File: src/rtl/hbs_ram.sv
`timescale 1ns / 1ps
// ----------------------------------------------------------------------------
// hbs_ram
// Generic single-write, single-read RAM with registered read data.
// ----------------------------------------------------------------------------
module hbs_ram #(
  parameter int WIDTH = 16,
  parameter int DEPTH = 25,
  localparam int ADDR_W = $clog2(DEPTH)
) (
  input  logic              clk_i,
  input  logic              we_i,
  input  logic [ADDR_W-1:0] waddr_i,
  input  logic [WIDTH-1:0]  wdata_i,
  input  logic              re_i,
  input  logic [ADDR_W-1:0] raddr_i,
  output logic [WIDTH-1:0]  rdata_o
);

  logic [WIDTH-1:0] mem_q [DEPTH];
  logic [WIDTH-1:0] rdata_q;

  always_ff @(posedge clk_i) begin
    if (we_i) begin
      mem_q[waddr_i] <= wdata_i;
    end
    if (re_i) begin
      rdata_q <= mem_q[raddr_i];
    end
  end

  assign rdata_o = rdata_q;

endmodule

File: config.mk
export PLATFORM = sky130hd
export DESIGN_NAME = hbs_ram
export DESIGN_NICKNAME = d
export VERILOG_FILES = /design/src/rtl/hbs_ram.sv
export SDC_FILE = /design/constraint.sdc
export NUM_CORES = 1
export LEC_CHECK = 0
export ABC_CLOCK_PERIOD_IN_PS = 3500
export BUFFER_PORTS_ARGS = -buffer_cell sky130_fd_sc_hd__buf_2
export CAP_MARGIN = 20
export CORE_MARGIN = 5
export CORE_UTILIZATION = 43
export CTS_CLUSTER_DIAMETER = 40
export DETAILED_ROUTE_END_ITERATION = 8
export GPL_TIMING_DRIVEN = 0
export SLEW_MARGIN = 5
export SYNTH_ARGS = -nofsm -noshare
export SYNTH_HDL_FRONTEND = slang
export SYNTH_SLANG_ARGS = --single-unit
File: constraint.sdc
create_clock -name clk_i -period 3.5 [get_ports clk_i]
set_input_delay 0.875 -clock clk_i [delete_from_list [all_inputs] [get_ports clk_i]]
set_output_delay 0.875 -clock clk_i [all_outputs]
set_load 0.02 [all_outputs]
======== After elaboration in Yosys (flattened, before gate mapping) ========
Memories as Yosys holds them, arrays and structs flattened. A register that Yosys moved wholly into a read port is not among the register bits.
Cells that the tools add are included.
cells by class
  multiplexer cells ....................... 2
operator list
  operator          count
  1-bit 2-to-1 mux  2
word-level totals
  output and inout bits ................... 16
  word-level logic and storage cells ...... 3
  register bits ........................... 0
  memories ................................ 1
  input bits .............................. 29
  bits in writable memories ............... 400
memory list
  memory  depth  bits a word  rd ports  clocked after Yosys merged registers in  write ports  line  text
  mem_q   25     16           1         1                                        1            20    logic [WIDTH-1:0] mem_q [DEPTH];

======== Longest topological paths before layout ========
  depth after elaboration ................. 2
  depth in mapped cells ................... 8
  mapped depth without buffers ............ 4

======== Worst setup path before layout ========
OpenSTA, ideal clock, no wires.
  kind .................................... input -> register
  start point ............................. in waddr_i[1]
  end point ............................... mem mem_q[20][0] (enable)
  library setup time ...................... 388 ps
  stages on the path ...................... 3
  setup slack ............................. 991 ps
  arrival ................................. 2120 ps
  required time ........................... 3112 ps
  cell sequence ........................... or3b_1 -> clkbuf_1 -> nor2_1
RTL lines
  item         line  text
  from (decl)  13    input logic [ADDR_W-1:0] waddr_i,
  to (decl)    20
No word-level cell before the write port.

==> summary.txt <==
Outcome
  • Status: finished clean

Synthesis
  • Async SR Flop Fraction: 0
  • Post-Synthesis Cells: 783
  • Synth Warn #: 0
  • Prevailing post-synth register cell: edfxtp_1
  • Synth Area per Inst: 20.58 um2
  • Yosys cell types: 44
  • Synth Cell Area: 16120 um2
  • EDFF count, synth: 416
  • Post-Syn Nets: 812
  • Yosys reg bits: 416
  • Sequential area share after synthesis: 0.7751

Floorplan
  • Num rows: 71
  • Core box area: 37310 um2
  • Die H: 203.6 um
  • Overall die width: 203.6 um
  • Die Area: 41450 um2
  • IO Count: 45
  • Initial core utilization: 0.4320

Routing
  • Routed vias: 8102
  • # DRC: 0
  • 1st-pass router iterations: 5
  • 1st-iter DRT viols: 857
  • Drt via density: 5.742
  • Post-DRT Antenna Nets: 0
  • Routed WL: 38240 um
  • Routed len/inst: 27.10 um

Worst setup path
  • Crit-path leading delay family: buffers and inverters
  • Kind of critical path: input port to register
  • Crit start category: input port
  • Crit path buf inv count: 3
  • WP data arrival: 2880 ps
  • Most used cell along the critical path: clkbuf_1
  • Slowest cell delay on critical path: 600 ps
  • CP max FO: 10
  • Critical Path Sink Type: register
  • Worst path slowest cell: clkbuf_1
  • Worst-path cell chain: buf_2 -> clkbuf_1 -> clkbuf_1 -> o2111ai_1 -> o211ai_1
  • Data required, critical path: 3870 ps

Placement
  • Dpl cells: 1325
  • DP HPWL: 25920 um
  • Pre-CTS WS: 398.8 ps
  • GP Congestion: 0.7835
  • IO Port Bufs: 43

Job
  • Maxcap violations: 0

Timing
  • Number of setup violations in the final report: 0
  • Final worst path period share: 0.7175
  • Minimum clock period: 2511 ps
  • RSZ-0062 raised after global routing: no
  • WHS: 639.3 ps
  • Max Slew Vio Count: 0
  • Final setup TNS: 0 ps
  • Max Fclk: 398.2 MHz
  • Slew of the pin with the lowest slew margin: 910.1 ps
  • Relative slew slack: 0.3933
  • Setup ws final: 988.8 ps
  • Clk_skew: 21.63 ps
  • Fin. Hold Viols: 0

Clock network
  • Post-CTS sizing: 0
  • Clock sink total: 416
  • Clock root buffer master: clkbuf_16
  • Clock slew at reported path FFs: 60 ps
  • Post-CTS Setup Repair Bufs: 0
  • TritonCTS clock tree: yes
  • CTS Buf Count: 49
  • Hold_buf cts: 0
  • Max clock buf depth: 3
  • H-Tree Depth: 2
  • Clk_lat worst skew: 570 ps

Power
  • Pleak: 6.130 nW
  • Pwr Density: 568.3 nW/um2
  • VDD IR max: 0.4398 mV

Hold path
  • Min-delay worst type: register to register

Cells and area
  • Final #Nets: 931
  • Proportion of layout cells with a drive suffix above 1: 0.2818
  • Final Util: 0.5065
  • Fillers: 3014
  • Layout area overhead: 17.25%
  • # diodes: 0
  • Final Instance Count excl. Fillers: 1411

Global route
  • Number of global-route vias before repair: 8352
  • Global-route wire length before repair: 56380 um
  • Largest net degree at the start of global routing: 26
  • Total track usage: 0.1881
  • Initial antenna violation count: 0
  • Total gr overflow: 0
==> registers in the layout (all words and copies together), names as in the netlist <==
register and cells:
mem_q 400, rdata_o 16
==> synthesized netlist by cell type, types with 3 or more instances <==
master,n,share of area
a221oi_1,9,0.0049
clkbuf_1,8,0.0019
o21ai_1,7,0.0022
nand2_1,17,0.0040
mux4_2,61,0.085
buf_4,5,0.0023
mux2i_1,71,0.044
a31oi_1,7,0.0027
nand4_1,9,0.0035
nor2_1,40,0.0093
buf_12,4,0.0050
a21oi_1,7,0.0022
nand3b_1,6,0.0028
buf_2,8,0.0025
buf_1,4,0.00093
nor2b_1,8,0.0031
a211oi_1,4,0.0019
nor3_1,3,0.00093
edfxtp_1,416,0.78
a211oi_2,5,0.0039
buf_8,3,0.0028
nand2b_1,4,0.0016
and3_1,5,0.0019
o211ai_1,9,0.0042
buf_6,5,0.0035
nand3_1,10,0.0031
a22oi_1,23,0.011
==> logic make-up (layout without fill, tap and decap cells) <==
group                  Yosys count  count (layout)  share of synthesized area
DFF                            416             416                     0.7751
muxes                          133             133                     0.1310
and+or+nand+nor                113             113                    0.03641
AOI/OAI and AO/OA               82              82                    0.03820
buffers and inverters           39             193                    0.01933
==> final timing paths <==
check / from / endpoint / slack, ps / cells after the start
max reg2reg: mem_q[1][3] / rdata_o[3] / 1740 / 4
min: mem_q[24][7] / rdata_o[7] / 640 / 2
min reg2reg: mem_q[24][7] / rdata_o[7] / 640 / 2
max: raddr_i[4] / rdata_o[15] / 990 / 5
==> report_power, final <==
group | total, W | internal, W | switching [W]
sequential | 0.00558 | 0.00556 | 0.0000162
combinational | 0.000566 | 0.000202 | 0.000364
clock | 0.00459 | 0.00259 | 0.00200
==> layout by cell type, fill, tap and decap left out, types with 6 or more instances in the layout <==
cell type / instances
edfxtp_1: 416
mux2i_1: 71
mux4_2: 61
buf_2: 51
clkbuf_16: 49
nor2_2: 25
a22oi_1: 23
buf_8: 21
nand2_1: 17
nor2_1: 15
clkbuf_1: 12
clkinvlp_4: 11
nand3_1: 10
o211ai_1: 9
a221oi_1: 9
nand4_1: 9
clkinv_1: 9
nor2b_1: 8
buf_6: 7
a21oi_1: 7
o21ai_1: 7
a31oi_1: 7
nand3b_1: 6
==> worst min-delay path: stages, from the launching register on <==
cell,delay [ps]
edfxtp_1,320
a22oi_1,100
nand4_1,100
==> area by class of cell <==
class | instances | area (um2) | area share
Sequential cell | 416 | 12490 | 0.6611
Multi-Input combinational cell | 328 | 3376 | 0.1786
Clock buffer | 53 | 1241 | 0.06568
Timing Repair Buffer | 68 | 645.6 | 0.03417
Tap cell | 474 | 593.1 | 0.03138
Buffer | 37 | 304.0 | 0.01609
Clock inverter | 33 | 237.7 | 0.01258
Inverter | 2 | 7.507 | 0.0003973
==> through the flow <==
step           cell area, um2  total power, W
4_1_cts                 18900         0.01083
2_1_floorplan           16120        0.005994
3_3_place_gp            16930        0.006233
6_report                18900         0.01074
3_5_place_dp            17420        0.006255
5_1_grt                 18900         0.01111
==> metal layers <==
layer | up-vias | part of all wire | track usage
met5 | - | 0 | 0
met4 | 0 | 0.030 | 0.05902
met3 | 76 | 0.072 | 0.03260
met2 | 323 | 0.47 | 0.2945
met1 | 4194 | 0.43 | 0.2735
li1 | 3509 | - | -
(Power assumes the default switching activity.)
