`src/rtl/hbs_pkg.sv`:
```
`timescale 1ns / 1ps
// ----------------------------------------------------------------------------
// hbs_pkg
// Shared types and fixed constants of the heightmap bilinear sampler.
// ----------------------------------------------------------------------------
package hbs_pkg;

  localparam int HEIGHT_W   = 16;
  localparam int COORD_W    = 32;
  localparam int CHUNK_W    = 16;
  localparam int MAP_IDX_W  = 4;
  localparam int CELL_SHIFT = 10;
  localparam int FRAC_BITS  = 12;
  localparam int WEIGHT_W   = FRAC_BITS + 1;            // 0..4096
  localparam int PROD_W     = WEIGHT_W + 1 + HEIGHT_W;  // signed weight * height
  localparam int TERM_W     = PROD_W - FRAC_BITS;
  localparam int SUM_W      = TERM_W + 2;
  localparam int CFG_IDX_W  = 1;
  localparam int CFG_DATA_W = 16;

  localparam logic [WEIGHT_W-1:0] FIX_ONE = WEIGHT_W'(1 << FRAC_BITS);

  localparam logic signed [HEIGHT_W-1:0] HEIGHT_MAX = 16'sh7FFF;
  localparam logic signed [HEIGHT_W-1:0] HEIGHT_MIN = 16'sh8000;

  localparam logic [CFG_IDX_W-1:0] CFG_CHUNK_X = 1'd0;
  localparam logic [CFG_IDX_W-1:0] CFG_CHUNK_Y = 1'd1;

  typedef enum logic {
    OP_WRITE = 1'b0,
    OP_QUERY = 1'b1
  } op_e;

  // Per-query info that travels beside the bank read data.
  typedef struct packed {
    logic                 outside;
    logic                 ty0;
    logic                 tx0;
    logic [FRAC_BITS-1:0] u;
    logic [FRAC_BITS-1:0] v;
  } frac_t;

endpackage

```
`src/rtl/hbs_blend.sv`:
```
`timescale 1ns / 1ps
// ----------------------------------------------------------------------------
// hbs_blend
// Weight products, weighted heights and saturating sum, three registered
// stages after the bank read stage, all advancing on one enable.
// ----------------------------------------------------------------------------
module hbs_blend (
  input  logic                                 clk_i,
  input  logic                                 rst_ni,
  input  logic                                 en_i,
  input  logic                                 valid_i,
  input  hbs_pkg::frac_t                       frac_i,
  input  logic signed [hbs_pkg::HEIGHT_W-1:0]  bank_i [4],
  output logic                                 valid_o,
  output logic signed [hbs_pkg::HEIGHT_W-1:0]  height_o,
  output logic                                 outside_o
);
  import hbs_pkg::*;

  // read stage (aligned with RAM output)
  logic  v1_q;
  frac_t f1_q;

  // weight stage
  logic                       v2_q, out2_q;
  logic [WEIGHT_W-1:0]        w2_q [4];
  logic signed [HEIGHT_W-1:0] h2_q [4];
  logic [WEIGHT_W-1:0]        ui, vi, uc, vc;
  logic [2*WEIGHT_W-1:0]      wp [4];
  logic [1:0]                 corner [4];

  // product stage
  logic                       v3_q, out3_q;
  logic signed [TERM_W-1:0]   t3_q [4];
  logic signed [PROD_W-1:0]   pp [4];

  // output stage
  logic                       v4_q, out4_q;
  logic signed [HEIGHT_W-1:0] h4_q;
  logic signed [SUM_W-1:0]    sum;
  logic signed [HEIGHT_W-1:0] h4_d;

  always_comb begin
    ui = {1'b0, f1_q.u};
    vi = {1'b0, f1_q.v};
    uc = FIX_ONE - ui;
    vc = FIX_ONE - vi;
    wp[0] = uc * vc;   // (ty,   tx)
    wp[1] = ui * vc;   // (ty,   tx+1)
    wp[2] = ui * vi;   // (ty+1, tx+1)
    wp[3] = uc * vi;   // (ty+1, tx)
    corner[0] = { f1_q.ty0,  f1_q.tx0};
    corner[1] = { f1_q.ty0, ~f1_q.tx0};
    corner[2] = {~f1_q.ty0, ~f1_q.tx0};
    corner[3] = {~f1_q.ty0,  f1_q.tx0};

    for (int i = 0; i < 4; i++) begin
      pp[i] = $signed({1'b0, w2_q[i]}) * h2_q[i];
    end

    sum = SUM_W'(t3_q[0]) + SUM_W'(t3_q[1]) + SUM_W'(t3_q[2]) + SUM_W'(t3_q[3]);
    if (out3_q) begin
      h4_d = '0;
    end else if (sum > SUM_W'(HEIGHT_MAX)) begin
      h4_d = HEIGHT_MAX;
    end else if (sum < SUM_W'(HEIGHT_MIN)) begin
      h4_d = HEIGHT_MIN;
    end else begin
      h4_d = HEIGHT_W'(sum);
    end
  end

  always_ff @(posedge clk_i or negedge rst_ni) begin
    if (!rst_ni) begin
      v1_q <= 1'b0;
      v2_q <= 1'b0;
      v3_q <= 1'b0;
      v4_q <= 1'b0;
    end else if (en_i) begin
      v1_q <= valid_i;
      v2_q <= v1_q;
      v3_q <= v2_q;
      v4_q <= v3_q;
    end
  end

  always_ff @(posedge clk_i) begin
    if (en_i) begin
      f1_q   <= frac_i;
      out2_q <= f1_q.outside;
      out3_q <= out2_q;
      out4_q <= out3_q;
      h4_q   <= h4_d;
      for (int i = 0; i < 4; i++) begin
        w2_q[i] <= wp[i][FRAC_BITS +: WEIGHT_W];
        h2_q[i] <= bank_i[corner[i]];
        t3_q[i] <= pp[i][PROD_W-1:FRAC_BITS];
      end
    end
  end

  assign valid_o   = v4_q;
  assign height_o  = h4_q;
  assign outside_o = out4_q;

endmodule

```
`config.mk`:
```
export PLATFORM = sky130hd
export DESIGN_NAME = hbs_blend
export DESIGN_NICKNAME = d
export VERILOG_FILES = /design/src/rtl/hbs_pkg.sv /design/src/rtl/hbs_blend.sv
export SDC_FILE = /design/constraint.sdc
export NUM_CORES = 2
export LEC_CHECK = 0
export BUFFER_PORTS_ARGS = -buffer_cell sky130_fd_sc_hd__buf_2
export CAP_MARGIN = 20
export CORE_ASPECT_RATIO = 0.6
export CORE_UTILIZATION = 45
export CTS_CLUSTER_SIZE = 25
export DETAILED_ROUTE_END_ITERATION = 6
export GPL_TIMING_DRIVEN = 0
export PLACE_DENSITY_LB_ADDON = 0.1
export SLEW_MARGIN = 20
export SYNTH_ARGS = -nofsm -noshare
export SYNTH_HDL_FRONTEND = slang
export SYNTH_SLANG_ARGS = --single-unit
```
`constraint.sdc`:
```
create_clock -name clk_i -period 9.91 [get_ports clk_i]
set_clock_uncertainty 0.1 [all_clocks]
set_input_delay 0.991 -clock clk_i [delete_from_list [all_inputs] [get_ports clk_i]]
set_output_delay 0.991 -clock clk_i [all_outputs]
set_load 0.01 [all_outputs]
```
# Word-level counts from Yosys, hierarchy flattened
# Memories as Yosys holds them, arrays and structs flattened.
# Cells that the tools add are included.
[classes]
addsub = 5
multipliers = 8
n_lt_le_gt_ge = 6
muxes = 16
n_bitwise = 6
reduce_logical = 1
[ops]
columns = ["operator", "n"]
rows = [
  ["16-bit two-way mux", 9],
  ["16-bit binary-select mux with 2-bit select", 4],
  ["14-bit by 16-bit multiplier with 30-bit output", 4],
  ["13-bit by 12-bit subtractor with 13-bit output, first input constant", 2],
  ["12-bit by 13-bit multiplier with 25-bit output", 1],
  ["13-bit by 12-bit multiplier with 25-bit output", 1],
  ["13-bit by 13-bit multiplier with 25-bit output", 1],
  ["12-bit by 12-bit multiplier with 24-bit output", 1],
  ["19-bit by 18-bit adder with 20-bit output", 1],
  ["20-bit by 18-bit adder with 20-bit output", 1],
  ["20-bit by 16-bit > comparator with 1-bit output, second input constant", 1],
  ["20-bit by 16-bit < comparator with 1-bit output, second input constant", 1],
  ["18-bit by 18-bit adder with 19-bit output", 1],
  ["15-bit two-way mux", 1],
  ["3-bit >= comparator, second input constant", 4],
  ["2-bit NOT with 3-bit output", 4],
  ["1-bit two-way mux", 2],
  ["1-bit NOT", 2],
  ["2-bit OR reduction", 1],
]
[word_totals]
reg_bits = 50
mem_bits_rw = 188
in_bits = 95
out_inout_bits = 18
n_memories = 3
[memory_table]
columns = ["memory", "depth", "width", "read_ports", "rd_clocked_by_memory_dff", "wr", "line_no", "rtl"]
rows = [
  ["t3_q", 4, 18, 4, 0, 4, "hbs_blend.sv:34", "logic signed [TERM_W-1:0] t3_q [4];"],
  ["h2_q", 4, 16, 4, 0, 4, "hbs_blend.sv:27", "logic signed [HEIGHT_W-1:0] h2_q [4];"],
  ["w2_q", 4, 13, 4, 0, 4, "hbs_blend.sv:26", "logic [WEIGHT_W-1:0] w2_q [4];"],
]

# Longest topological paths before layout
# An unclocked memory read counts as a cell.
[depth]
ltp_word = 7
mapped_depth = 29
mapped_depth_nobuf = 27

# Worst setup path after synthesis
# Ideal clock, no wire load.
[synth_timing]
path_kind = "flip-flop to flip-flop"
from = "register f1_q[12] (netlist bit)"
to = "memory w2_q[0][10] (netlist bit), data pin"
setup_ns = 0.262
arrival_time_ns = 6.494
required_time_ns = 9.548
setup_slack_ns = 3.054
path_stages_with_launch = 29
n_path_buf = 2
synth_period_minus_slack_ns = 6.856
path_cell_list = "edfxtp_1 > buf_2 > inv_1 > ha_1 > nand2_1 > or3_1 > nor3_1 > xnor2_1 > clkbuf_1 > nand2_1 > fa_1 > inv_1 > fa_1 > fa_1 > inv_1 > fa_1 > inv_1 > fa_1 > ha_1 > a21o_1 > a21oi_1 > o21ai_0 > a31oi_1 > o211ai_1 > a32o_1 > o21a_1 > o21a_1 > nor3_1 > nor2_1"
[synth_rtl]
columns = ["element", "line_no", "rtl"]
rows = [
  ["start: declaration", "hbs_blend.sv:22", "frac_t f1_q;"],
  ["start signal: assignment", "hbs_blend.sv:89", "f1_q <= frac_i;"],
  ["end: declaration", "hbs_blend.sv:26", ""],
]

==> results.md <==
- Die height: about 280 um
- Die Area: about 0.13 mm^2
- CP endpoint kind: register
- Normalized max-slew margin: 0.248
- Clock sink count: 237
- Worst skew pair latency: 0.68 ns
- Total core area: 0.127 mm^2
- Vias in the first global route: 42200
- Nets: 7920
- Type of origin of the critical path: register
- Number of synthesized register bits: 237
- FF-to-FF End: w2_q[0][10]$_DFFE_PP_
- CP required: 10.20 ns
- Pin slew with the least headroom to its limit: 1.13 ns
- Crit path max fanout: 10
- Starting density of the core: 0.457
- Endpoints failing setup: 0
- Iter 0 DRT Violations: approximately 3000
- Fmax achieved: 113 MHz
- Final worst-path cycle share: 0.896
- Final Hold Slack: between 0.3 and 0.4 ns
- Gpl congestion: 0.969
- Cell mode on critical path: fa_1
- Layout cells sized above 1: 0.0450
- Max Cap Viol: 0
- Reg2Reg Launch Point: f1_q[2]$_DFFE_PP_
- Status: finished clean
- Via count: 39600
- Reg2Reg Depth: 26
- Root Buffer: clkbuf_16
- GRT Overall Usage: 0.273
- Die X: 466 um
- CTS tree: done
- Final worst setup slack: between 1 and 1.5 ns
- Drc violations: 0
- Initial antenna violation count: 21
- Worst-path clk slew: roughly 0.06 ns
- Fill cells: approximately 12000
- WL/cell: approximately 22 um
- Post-route ant nets: 0
- Final instance area: around 0.062 mm^2
- Routed WL: between 150000 and 200000 um
- Max Root-Sink Buffers: 3
- EDFF count, synth: 233
- Post-synthesis cell count: 5869
- WP data arrival: 9.17 ns
- 1st-pass router iterations: 5
- Synth Flop Type: edfxtp_1
- Crit-path leading delay family: adder cells
- Post-synth ARST share: 0.0169
- Crit path depth: 26
- Placed cell areas: 0.0609 mm^2
- FF-to-FF setup slack: between 1 and 1.5 ns
- GRT overflow: 0
- H-tree levels: 1
- Unique masters post-synth: 79
- Synth-to-layout area growth: 6.55%
- Max Slew Vio Count: 0
- Crit-path slowest cell: clkbuf_1
- Total Neg Setup Slack: 0 ns
- Setup crit end: w2_q[0][10]$_DFFE_PP_
- YS warnings: 0
- Num ports: 113
- Num CTS Buffers: 30
- Hold Path Class: register to register
- Setup crit start: f1_q[2]$_DFFE_PP_
- Vias per std cell: roughly 5
- CP Class: register to register
- Post-DP HPWL: 146000 um
- Post-Syn Area: slightly below 0.06 mm^2
- IO buf count: between 100 and 150
- Tmin final: 8.88 ns
- Mean Syn Cell Area: approximately 9.9 um^2
- Pre-CTS setup slack: ~1.2 ns
- Sequential fraction of the synthesis area: 0.122
- Crit-path max cell delay: 0.82 ns
- CTS resizes: 0
- Global-route wire length before repair: around 260000 um
- CP bufs+invs: 5
- Hold Fails Final Rpt: 0
- RSZ-0062 raised after global routing: false
- Std-Cell Rows: 101
- Synth Net Count: 7771
- Largest net degree at the start of global routing: 97
logic make-up after synthesis:
kind of cell | count (synthesis) | share of synthesized area
buffers and inverters | 1645 | 0.107
XOR/XNOR | 174 | 0.0262
adder cells (fa/ha/maj) | 1807 | 0.552
flip-flops | 237 | 0.122
AO/OA/AOI/OAI | 278 | 0.0315
AND/OR/NAND/NOR | 1660 | 0.136
multiplexers | 68 | 0.0256
routing by layer:
| metal | GRT usage | part of all wire | vias to the layer above |
|---|---|---|---|
| li1 | - | - | 17900 |
| met1 | 0.424 | 0.48 | 20000 |
| met2 | 0.374 | 0.39 | 1546 |
| met3 | 0.0767 | 0.11 | 158 |
| met4 | 0.0579 | 0.025 | 6 |
| met5 | 0 | 0.00024 | - |
metrics by stage:
stage,util,std cells
4_1_cts,0.486,7739
3_3_place_gp,0.478,7680
2_1_floorplan,-,5869
5_1_grt,0.487,7742
6_report,0.487,7747
3_5_place_dp,0.479,7684
timing repair:
action	in CTS	in global routing
hold endpoints to repair	4	0
hold buffers	1	0
setup buffers	0	0
synth_stat cells (all sizes together) (3+ instances only):
| cell | n | area share |
|---|---|---|
| inv | 1395 | 0.090 |
| fa | 1260 | 0.43 |
| nand2 | 891 | 0.058 |
| ha | 547 | 0.12 |
| and2 | 532 | 0.057 |
| clkbuf | 233 | 0.015 |
| edfxtp | 233 | 0.12 |
| xnor2 | 128 | 0.019 |
| nor2 | 91 | 0.0059 |
| a21oi | 84 | 0.0074 |
| mux4 | 64 | 0.025 |
| o21ai | 64 | 0.0059 |
| xor2 | 46 | 0.0069 |
| a21o | 34 | 0.0044 |
| nor3 | 30 | 0.0026 |
| o21a | 27 | 0.0035 |
| nand3 | 22 | 0.0019 |
| nand2b | 18 | 0.0019 |
| buf | 17 | 0.0014 |
| nor2b | 14 | 0.0016 |
| nand4 | 12 | 0.0013 |
| or3 | 11 | 0.0012 |
| a31oi | 9 | 0.00097 |
| and3 | 9 | 0.00097 |
| a211oi | 8 | 0.0011 |
| nor4 | 7 | 0.00075 |
| o21bai | 7 | 0.00090 |
| and4 | 6 | 0.00090 |
| a211o | 5 | 0.00077 |
| o31ai | 5 | 0.00073 |
| dfrtp | 4 | 0.0017 |
| mux2 | 4 | 0.00077 |
| o211ai | 4 | 0.00060 |
| a21boi | 3 | 0.00045 |
| a41oi | 3 | 0.00058 |
| nand4b | 3 | 0.00045 |
| nor3b | 3 | 0.00039 |
| o41ai | 3 | 0.00058 |
| or2 | 3 | 0.00037 |
layout by cell type, fill, tap and decap left out, types with 4 or more instances in the layout:
cell type   count
inv_1        1395
fa_1         1260
nand2_1       891
ha_1          547
and2_1        532
clkbuf_1      235
edfxtp_1      233
xnor2_1       126
buf_2         119
nor2_1         91
a21oi_1        81
mux4_2         64
o21ai_0        56
xor2_1         46
a21o_1         34
nor3_1         30
clkbuf_16      30
o21a_1         27
nand3_1        22
nand2b_1       18
nor2b_1        13
nand4_1        12
or3_1          11
and3_1          9
a31oi_1         9
diode_2         8
buf_1           8
a211oi_1        7
o21bai_1        7
nor4_1          6
and4_1          6
o21ai_2         6
clkinvlp_4      5
o31ai_1         4
a211o_1         4
mux2_2          4
clkinv_1        4
dfrtp_1         4
sequential cells by signal, summed over array words and instances (netlist names), 2 cells and up:
name,count
corner,2
h2_q,64
w2_q,51
f1_q,25
t3_q,72
height_o,16
layout make-up:
class                   instances  area (um^2)  area share
inverters                    1395         5240      0.0846
flip-flops and latches        237         7100       0.115
repair buffers                117          652      0.0105
plain buffers                 250          961      0.0155
clock inverters                20          206     0.00333
well taps                    1699         2130      0.0343
clock buffers                  34          766      0.0124
multi-input cells            3987        44900       0.724
diodes                          8         20.0    0.000323
worst min path at each step:
stage	from	to	slack (ns)	depth (start not counted)
floorplan	f1_q[26]$_DFFE_PP_	out2_q$_DFFE_PP_	0.30	0
global placement	f1_q[26]$_DFFE_PP_	out2_q$_DFFE_PP_	0.31	0
detailed placement	out2_q$_DFFE_PP_	out3_q$_DFFE_PP_	0.31	0
CTS	out2_q$_DFFE_PP_	out3_q$_DFFE_PP_	0.33	0
global route	out2_q$_DFFE_PP_	out3_q$_DFFE_PP_	0.35	0
finish	f1_q[26]$_DFFE_PP_	out2_q$_DFFE_PP_	0.33	0
worst register-to-register path: stages, from the launching register on:
cell and delay [ns]:
edfxtp_1 0.36, clkbuf_1 0.43, or3_1 0.56, nor3_1 0.20
nand3_1 0.16, or3_1 0.36, xor2_1 0.69, clkbuf_1 0.82
nand2_1 0.37, fa_1 0.46, inv_1 0.08, fa_1 0.43
ha_1 0.32, fa_1 0.51, inv_1 0.05, fa_1 0.48
inv_1 0.05, ha_1 0.28, a21oi_1 0.12, o21ai_0 0.16
a31oi_1 0.44, o211ai_1 0.29, a32o_1 0.32, o21a_1 0.20
o21a_1 0.19, nor3_1 0.13, nor2_1 0.06
Power is left out: the tool's default activity adds up to more than one toggle a clock period on the data nets, which glitch-free logic cannot reach.
