`src/rtl/hbs_pkg.sv`:
```
`timescale 1ns / 1ps
// ----------------------------------------------------------------------------
// hbs_pkg
// Shared types and fixed constants of the heightmap bilinear sampler.
// ----------------------------------------------------------------------------
package hbs_pkg;

  localparam int HEIGHT_W   = 16;
  localparam int COORD_W    = 32;
  localparam int CHUNK_W    = 16;
  localparam int MAP_IDX_W  = 4;
  localparam int CELL_SHIFT = 10;
  localparam int FRAC_BITS  = 12;
  localparam int WEIGHT_W   = FRAC_BITS + 1;            // 0..4096
  localparam int PROD_W     = WEIGHT_W + 1 + HEIGHT_W;  // signed weight * height
  localparam int TERM_W     = PROD_W - FRAC_BITS;
  localparam int SUM_W      = TERM_W + 2;
  localparam int CFG_IDX_W  = 1;
  localparam int CFG_DATA_W = 16;

  localparam logic [WEIGHT_W-1:0] FIX_ONE = WEIGHT_W'(1 << FRAC_BITS);

  localparam logic signed [HEIGHT_W-1:0] HEIGHT_MAX = 16'sh7FFF;
  localparam logic signed [HEIGHT_W-1:0] HEIGHT_MIN = 16'sh8000;

  localparam logic [CFG_IDX_W-1:0] CFG_CHUNK_X = 1'd0;
  localparam logic [CFG_IDX_W-1:0] CFG_CHUNK_Y = 1'd1;

  typedef enum logic {
    OP_WRITE = 1'b0,
    OP_QUERY = 1'b1
  } op_e;

  // Per-query info that travels beside the bank read data.
  typedef struct packed {
    logic                 outside;
    logic                 ty0;
    logic                 tx0;
    logic [FRAC_BITS-1:0] u;
    logic [FRAC_BITS-1:0] v;
  } frac_t;

endpackage

```
`src/rtl/hbs_addr.sv`:
```
`timescale 1ns / 1ps
// ----------------------------------------------------------------------------
// hbs_addr
// Chunk-relative position, cell and weights, and bank addresses for the
// four corner reads and for map writes.
// ----------------------------------------------------------------------------
module hbs_addr #(
  parameter int CELLS_LOG2 = 3,
  localparam int SIDE        = (1 << CELLS_LOG2) + 1,
  localparam int BANK_SIDE   = (1 << (CELLS_LOG2 - 1)) + 1,
  localparam int BANK_DEPTH  = BANK_SIDE * BANK_SIDE,
  localparam int BA_W        = $clog2(BANK_DEPTH)
) (
  input  logic signed [hbs_pkg::CHUNK_W-1:0]   chunk_x_i,
  input  logic signed [hbs_pkg::CHUNK_W-1:0]   chunk_y_i,
  input  logic signed [hbs_pkg::COORD_W-1:0]   world_x_i,
  input  logic signed [hbs_pkg::COORD_W-1:0]   world_y_i,
  input  logic [hbs_pkg::MAP_IDX_W-1:0]        map_row_i,
  input  logic [hbs_pkg::MAP_IDX_W-1:0]        map_col_i,
  output logic [BA_W-1:0]                      raddr_o [4],
  output hbs_pkg::frac_t                       frac_o,
  output logic [BA_W-1:0]                      waddr_o,
  output logic [1:0]                           wbank_o,
  output logic                                 wr_ok_o
);
  import hbs_pkg::*;

  localparam int CHUNK_SHIFT = CELLS_LOG2 + CELL_SHIFT;
  localparam int CT_W        = CHUNK_W + CHUNK_SHIFT;
  localparam int DW          = ((CT_W > COORD_W) ? CT_W : COORD_W) + 1;
  localparam int UPAD        = FRAC_BITS - CELL_SHIFT;

  logic signed [DW-1:0]    xc, yc;
  logic [CELLS_LOG2-1:0]   tx, ty;
  logic [CELLS_LOG2:0]     rr [2];
  logic [CELLS_LOG2:0]     cc [2];
  logic                    in_x, in_y;

  always_comb begin
    xc = DW'(world_x_i) - (DW'(chunk_x_i) <<< CHUNK_SHIFT);
    yc = DW'(world_y_i) - (DW'(chunk_y_i) <<< CHUNK_SHIFT);
    in_x = (xc[DW-1:CHUNK_SHIFT] == '0);
    in_y = (yc[DW-1:CHUNK_SHIFT] == '0);
    tx = xc[CHUNK_SHIFT-1:CELL_SHIFT];
    ty = yc[CHUNK_SHIFT-1:CELL_SHIFT];

    frac_o.outside = !(in_x && in_y);
    frac_o.tx0     = tx[0];
    frac_o.ty0     = ty[0];
    frac_o.u       = {xc[CELL_SHIFT-1:0], {UPAD{1'b0}}};
    frac_o.v       = {yc[CELL_SHIFT-1:0], {UPAD{1'b0}}};

    // Row/column of the given parity among {t, t+1}.
    for (int p = 0; p < 2; p++) begin
      rr[p] = {1'b0, ty} + (CELLS_LOG2 + 1)'(p[0] ^ ty[0]);
      cc[p] = {1'b0, tx} + (CELLS_LOG2 + 1)'(p[0] ^ tx[0]);
    end
    // Bank index is {row parity, column parity}.
    for (int b = 0; b < 4; b++) begin
      raddr_o[b] = BA_W'(rr[b >> 1][CELLS_LOG2:1]) * BA_W'(BANK_SIDE)
                 + BA_W'(cc[b & 1][CELLS_LOG2:1]);
    end

    wr_ok_o = (int'(map_row_i) < SIDE) && (int'(map_col_i) < SIDE);
    wbank_o = {map_row_i[0], map_col_i[0]};
    waddr_o = BA_W'(map_row_i[MAP_IDX_W-1:1]) * BA_W'(BANK_SIDE)
            + BA_W'(map_col_i[MAP_IDX_W-1:1]);
  end

endmodule

```
`config.mk`:
```
export PLATFORM = sky130hd
export DESIGN_NAME = hbs_addr
export DESIGN_NICKNAME = d
export VERILOG_FILES = /design/src/rtl/hbs_pkg.sv /design/src/rtl/hbs_addr.sv
export SDC_FILE = /design/constraint.sdc
export NUM_CORES = 1
export LEC_CHECK = 0
export BUFFER_PORTS_ARGS = -buffer_cell sky130_fd_sc_hd__buf_2
export CAP_MARGIN = 20
export CELL_PAD_IN_SITES_DETAIL_PLACEMENT = 0
export CELL_PAD_IN_SITES_GLOBAL_PLACEMENT = 2
export CORE_ASPECT_RATIO = 0.6
export CORE_UTILIZATION = 21
export DETAILED_ROUTE_END_ITERATION = 7
export PLACE_DENSITY_LB_ADDON = 0.1
export SLEW_MARGIN = 40
export SYNTH_ARGS = -nofsm -noshare
export SYNTH_HDL_FRONTEND = slang
export SYNTH_SLANG_ARGS = --single-unit
```
`constraint.sdc`:
```
create_clock -name vclk -period 3.6
set_input_delay 0.72 -clock vclk [all_inputs]
set_output_delay 0.72 -clock vclk [all_outputs]
set_load 0.02 [all_outputs]
```
; Word-level counts from Yosys, hierarchy flattened
; Cells that the tools add are included.
[totals]
regBits = 0
output_inout_bits = 55
wordCells = 23
[op_classes]
add_sub_neg = 11
multipliers = 3
n_lt_le_gt_ge = 2
bitwise = 2
reduce_logical = 5
[ops]
columns = op, n
row1 = $sub A32 B29 Y33, 2
row2 = $logic_not A20 Y1, 2
row3 = $add A5 B3 Y5, 5
row4 = $add A3 B1 Y4, 4
row5 = $mul A3 B3 Y5 const B, 3
row6 = $lt A4 B4 Y1 const B, 2
row7 = $logic_and A1 B1 Y1, 2
row8 = $not A1 Y1, 2
row9 = $logic_not A1 Y1, 1

; Longest topological paths before layout
; Gate-level depths: netlist (run 1).
[depth]
ltp_word = 5
depth_mapped = 11
depth_no_buf = 10

; Least setup slack after synthesis (run 1)
; Ideal clock, no wire load.
[synth_path]
kind = input port to output port
from = in chunk_y_i[1] (netlist bit)
to = out frac_o[26] (netlist bit)
arrival_ns = 3.107
required_time_ns = 2.880
slack_ns = -0.227
path_stages = 10
path_buffers = 0
cell_sequence = inv_1 ha_1 nor2b_1 o2111a_1 o32a_1 a21oi_1 mux2_1 a21oi_1 nand3_1 or4_1
[synth_lines]
columns = element, line
row1 = start: declaration, hbs_addr.sv:15  ; input logic signed [hbs_pkg::CHUNK_W-1:0] chunk_y_i,
row2 = end: declaration, hbs_addr.sv:21  ; output hbs_pkg::frac_t frac_o,

==> results of run 1 <==
-- layer usage --
layer  global-route usage (%)  vias to the layer above  wire [um]
met5                        0                        -          0
met4                    0.935                        0         25
met3                    0.614                        8        463
met2                     17.5                       88       3370
met1                     23.2                     1434       5850
li1                         -                     1741          -
-- layout by cell type, fill, tap and decap left out, types with 3 or more instances in the layout --
cell type,count
a211oi_1,4
a211oi_2,3
a21o_1,12
a21oi_1,26
a21oi_2,11
a31oi_1,5
and2_1,3
buf_2,113
buf_4,89
buf_6,4
conb_1,4
fa_1,5
ha_1,48
ha_4,11
inv_1,53
inv_2,4
mux2i_1,6
nand2_1,23
nand3_1,9
nand4_1,5
nor2_1,15
nor2_2,3
nor2b_1,7
nor3_1,4
o211ai_1,4
o21ai_0,8
o21ai_1,7
o22ai_1,4
or4_4,3
xnor2_1,15
xor2_1,10
-- report_power, final --
| part | internal [uW] | switching, uW | leakage, uW |
|---|---|---|---|
| Sequential | 0 | 0 | 0 |
| Clock | 0 | 0 | 0 |
| Combinational | 386 | 429 | 0.00229 |
-- worst paths after layout --
path	end	depth (start not counted)	slack [ps]
max	frac_o[26]	11	-380
min	frac_o[19]	0	1440
-- cell families (layout without fill, tap and decap cells) --
| group | Yosys count | in the layout |
|---|---|---|
| AOI/OAI and AO/OA | 108 | 108 |
| xor gates and xnor gates | 25 | 25 |
| adders and majority gates | 65 | 65 |
| buffers and inverters | 91 | 264 |
| muxes | 7 | 7 |
| other | 1 | 4 |
| and+or+nand+nor | 100 | 100 |
-- critical path: cells and delay by family --
family	cells	cell delay (ps)
xor+xnor	1	210
fa+ha+maj	1	230
simple gates	4	990
compound gates	3	840
buf+inv	2	260
-- Yosys cell counts, drive strengths merged (2+ instances only) --
library cell  instances
a22oi                 2
nand2                24
o31ai                 2
o31a                  2
fa                    5
and4                  2
o221ai                3
ha                   60
nand3                10
mux2i                 6
buf                  31
a21o                 12
o211ai                4
nand2b                2
nor3b                 2
and3                  3
xnor2                15
xor2                 10
nor2b                10
o21bai                2
nor4                  3
a31oi                 5
a221oi                2
o22ai                 4
or4                   4
nand4                 5
a21oi                37
nor2                 18
o21ai                15
a211oi                7
or2                   4
inv                  58
and2                  3
clkbuf                2
nor3                  6
-- what timing repair did --
| item | 4_1_cts | 5_1_grt |
|---|---|---|
| buffers inserted | 1 | 4 |
| pin swaps | 5 | 16 |
| gates resized for setup | 7 | 38 |
| endpoints found under the setup margin | 1 | 1 |
-- stage by stage --
stage	worst slack [ps]	power (uW)	cell area [um^2]	instances
final	-384	816	4390	743
after global routing	-480	903	4390	743
after CTS	-389	778	4170	739
after detailed placement	-545	766	4120	738
after global placement	-466	768	4120	738
after floorplan	6.88	497	2930	400
-- layout make-up --
| cell class | count | share of cell area [%] |
|---|---|---|
| inverter | 58 | 5.05 |
| tap | 170 | 4.85 |
| timing repair buffer | 206 | 29.1 |
| multi-input combinational | 309 | 61.0 |
==> flow_summary.toml, run 1 <==
[floorplan]
start_util_pct = 21.8
die_h_um = 92.1
rows = 32
ios = 159
die_w_um = 152
coreArea_um2 = 13000
die_area_um2 = 14000

[flow_run]
maxCapViolCount = 0

[critical_path]
crit_required_ps = 2880
path_max_fanout = 4
slowest_stage = "or4_4"
endpoint_kind = "primary output"
start_kind = "input port"
worstSetupStartpoint = "world_y_i[14]"
arrival_ps = 3260
slowest_delay_ps = 520
worstSetupPathType = "in -> out"
crit_chain = "buf_2, ha_4, nor2b_4, o2111a_2, o32a_1, xor2_1, a21oi_1, and4_1, nand4_1, or4_4, buf_6"

[place]
io_buffers = 115
hpwl_mm = 8.65
gp_congestion = 0.778

[logic_synthesis]
synth.area.mux_share_pct = 2.51
synthAdderAreaFrac_pct = 30.0
synth-compound-area-share_pct = 24.8
synth_seq_area_share_pct = 0
synthCells = 397
yosys.area_share.xor_xnor_pct = 7.71
yosysWarnings = 0
postSynthAreaPerCell_um2 = 7.15
yosys-top-cells-area = "ha_1 (26%), buf_4 (7.7%), inv_1 (7.7%)"
synth-simple-area-share_pct = 18.7
synth_area_um2 = 2840
ys_types = 60
synth_top_family_by_area = "adder cells"
netlist.area_leader.share_pct = 26.4
netlist.top_cell.by_area = "ha_1"

[finish]
register_area_um2 = 0
seq_cells = 0
area_growth_pct = 54.6
drive_gt1_share_pct = 45.7
diodes = 0
final_util_pct = 33.7
fillers = 1426
multi_input_area_um2 = 2680
clkbuf_count = 0
nNetsFinal = 744

[global_routing]
grt_pass1_wl_mm = 15.6
grtUsageTotal_pct = 13.4
grt_pass1_vias = 3184
grt_overflow_total = 0
grt_antenna_before_repair = 0
grt_max_degree = 9

[run_status]
outcome = "finished, violations left"
violations = "design-rule violations, negative setup slack"

[hold_path]
min_from = "world_x_i[5]"
hp-class = "in -> out"

[power]
power_density_nw_per_um2 = 186
power.leakage_uw = 0.00229
irDropWorstVdd_uv = 47.2

[route]
routed_wl_mm = 9.71
first_pass_iters = 8
vias_per_cell = 4.40
drtIter0Drc = 142
routed-via-count = 3271
antenna_left = 0
avgRoutedWirePerCell_um = 13.1
drc_errors = 17

[timing]
fin_crit_sh_pct = 111
setup_tns_ps = -384
layout_min_cycle_time_ps = 3980
layout_setup_ws_ps = -384
fmax_mhz = 251
grt_setup_unrepaired = "yes"
hold_ws_ps = 1440
slew_viol_final = 0
hold_viol_final = 0
setup_viol = 1

[cts]
cts-hold-fix-buffers = 0
Note: power is estimated with default switching activity, not from simulation.
==> inputs of run 2 (changes only) <==
- BUFFER_PORTS_ARGS: -buffer_cell sky130_fd_sc_hd__buf_2 -> unset
- CORE_UTILIZATION: 21 -> 30
- DONT_BUFFER_PORTS: unset -> 1
==> run 2 against run 1 <==
The flow finishes with violations (negative setup slack). Final area decreased by 18%. Final cell count decreased by 23%. Fmax increased by 4.7%. Sequential share of layout area unchanged.
==> flow_summary.toml, run 2 (synthesis results as in run 1) <==
[route]
drc_errors = 0
routed-via-count = 2840
avgRoutedWirePerCell_um = 14.6
dr_wl_met3_um = 425
top_layer = "met4"
drtIter0Drc = 98
drt-met1-wl_mm = 4.96
antenna_left = 0
wl_met2_mm = 2.98
vias_per_cell = 4.96
routed_wl_mm = 8.39
first_pass_iters = 4

[timing]
fmax_mhz = 263
slew_viol_final = 0
hold_ws_ps = 1440
setup_tns_ps = -206
layout_setup_ws_ps = -206
worst_pin_slew_ps = 578
setup_viol = 1
hold_viol_final = 0
timing.slew.headroom_pct = 61.2
grt_setup_unrepaired = "yes"
fin_crit_sh_pct = 106
layout_min_cycle_time_ps = 3810

[critical_path]
path_max_fanout = 5
arrival_ps = 3090
crit_chain = "inv_2, ha_4, nor2b_4, o2111a_2, o32a_1, buf_4, a21oi_4, mux2_4, a21oi_4, nand3_1, or4_4"
crit_required_ps = 2880
slowest_stage = "or4_4"
worstSetupPathType = "in -> out"
start_kind = "input port"
crit_top_cell = "a21oi_4"
endpoint_kind = "primary output"
slowest_delay_ps = 550

[floorplan]
die_h_um = 77.4
rows = 27
coreArea_um2 = 9190
die_area_um2 = 9870
ios = 159
die_w_um = 128
start_util_pct = 30.9

[finish]
register_area_um2 = 0
final_common_cell = "buf_4"
nNetsFinal = 614
clkbuf_count = 0
diodes = 0
seq_cells = 0
area_growth_pct = 27.1
layout_common_cells = "buf_4 (76), inv_1 (55), ha_1 (49)"
drive_gt1_share_pct = 26.9

[power]
power_density_nw_per_um2 = 192
p_comb_share_pct = 100.0
power.leakage_uw = 0.00176
switching_share_pct = 54.9
p_int_uw = 313
pwr-share-clk_pct = 0
sequentialPowerShare_pct = 0
irDropWorstVdd_uv = 60.2
p_sw_uw = 380

[place]
gp_congestion = 0.772
hpwl_mm = 7.46
io_buffers = 0

[run_status]
violations = "negative setup slack"
outcome = "finished, violations left"

[global_routing]
grt_overflow_total = 0
grtUsageTotal_pct = 16.4
grt_antenna_before_repair = 0
grt_pass1_vias = 2628
grt_pass1_wl_mm = 13.4
grt_max_degree = 9

[hold_path]
hp-class = "in -> out"

[flow_run]
maxCapViolCount = 0

[cts]
cts-hold-fix-buffers = 0
run 2: path summary, 6_finish.rpt:
check	start	endpoint	slack [ps]	depth (start not counted)
setup / recovery	chunk_y_i[1]	frac_o[26]	-210	11
hold / removal	world_x_i[4]	frac_o[18]	1440	0
run 2: area by class of cell:
| type | count | area, um^2 |
|---|---|---|
| timing repair buffer | 76 | 571 |
| tap | 130 | 163 |
| inverter | 58 | 221 |
| multi-input combinational | 309 | 2650 |
| fill | 983 | 5580 |
run 2: critical path: cells and delay by family:
kind	cells	cell delay, ps
multiplexers	1	330
AND/OR/NAND/NOR	3	750
AO/OA/AOI/OAI	4	890
buffers and inverters	2	200
adder cells (fa/ha/maj)	1	190
run 2: power by group through the flow:
| stage | combinational [uW] | sequential (uW) | clock (uW) |
|---|---|---|---|
| after floorplan | 497 | 0 | 0 |
| after global placement | 649 | 0 | 0 |
| after detailed placement | 646 | 0 | 0 |
| after CTS | 678 | 0 | 0 |
| after global routing | 765 | 0 | 0 |
| final | 693 | 0 | 0 |
run 2: stage by stage:
| stage | util [%] | area [um^2] | std cells | total power (uW) | setup slack (ps) |
|---|---|---|---|---|---|
| floorplan | - | 2930 | 400 | 497 | 6.88 |
| global placement | 36.8 | 3380 | 568 | 649 | -341 |
| detailed placement | 36.8 | 3380 | 568 | 646 | -345 |
| CTS | 38.3 | 3520 | 571 | 678 | -216 |
| global route | 39.3 | 3610 | 573 | 765 | -302 |
| finish | 39.3 | 3610 | 573 | 693 | -206 |
run 2: layer usage:
| layer | vias to the layer above | track usage, % |
|---|---|---|
| met1 | 1261 | 28.7 |
| met4 | 0 | 1.06 |
| met2 | 85 | 21.3 |
| met5 | - | 0 |
| li1 | 1488 | - |
| met3 | 6 | 1.03 |
run 2: repair_timing:
item	4_1_cts	5_1_grt
gates cloned	0	0
gates resized for setup	19	9
pin swaps	10	8
endpoints found under the setup margin	1	1
setup buffers	3	2
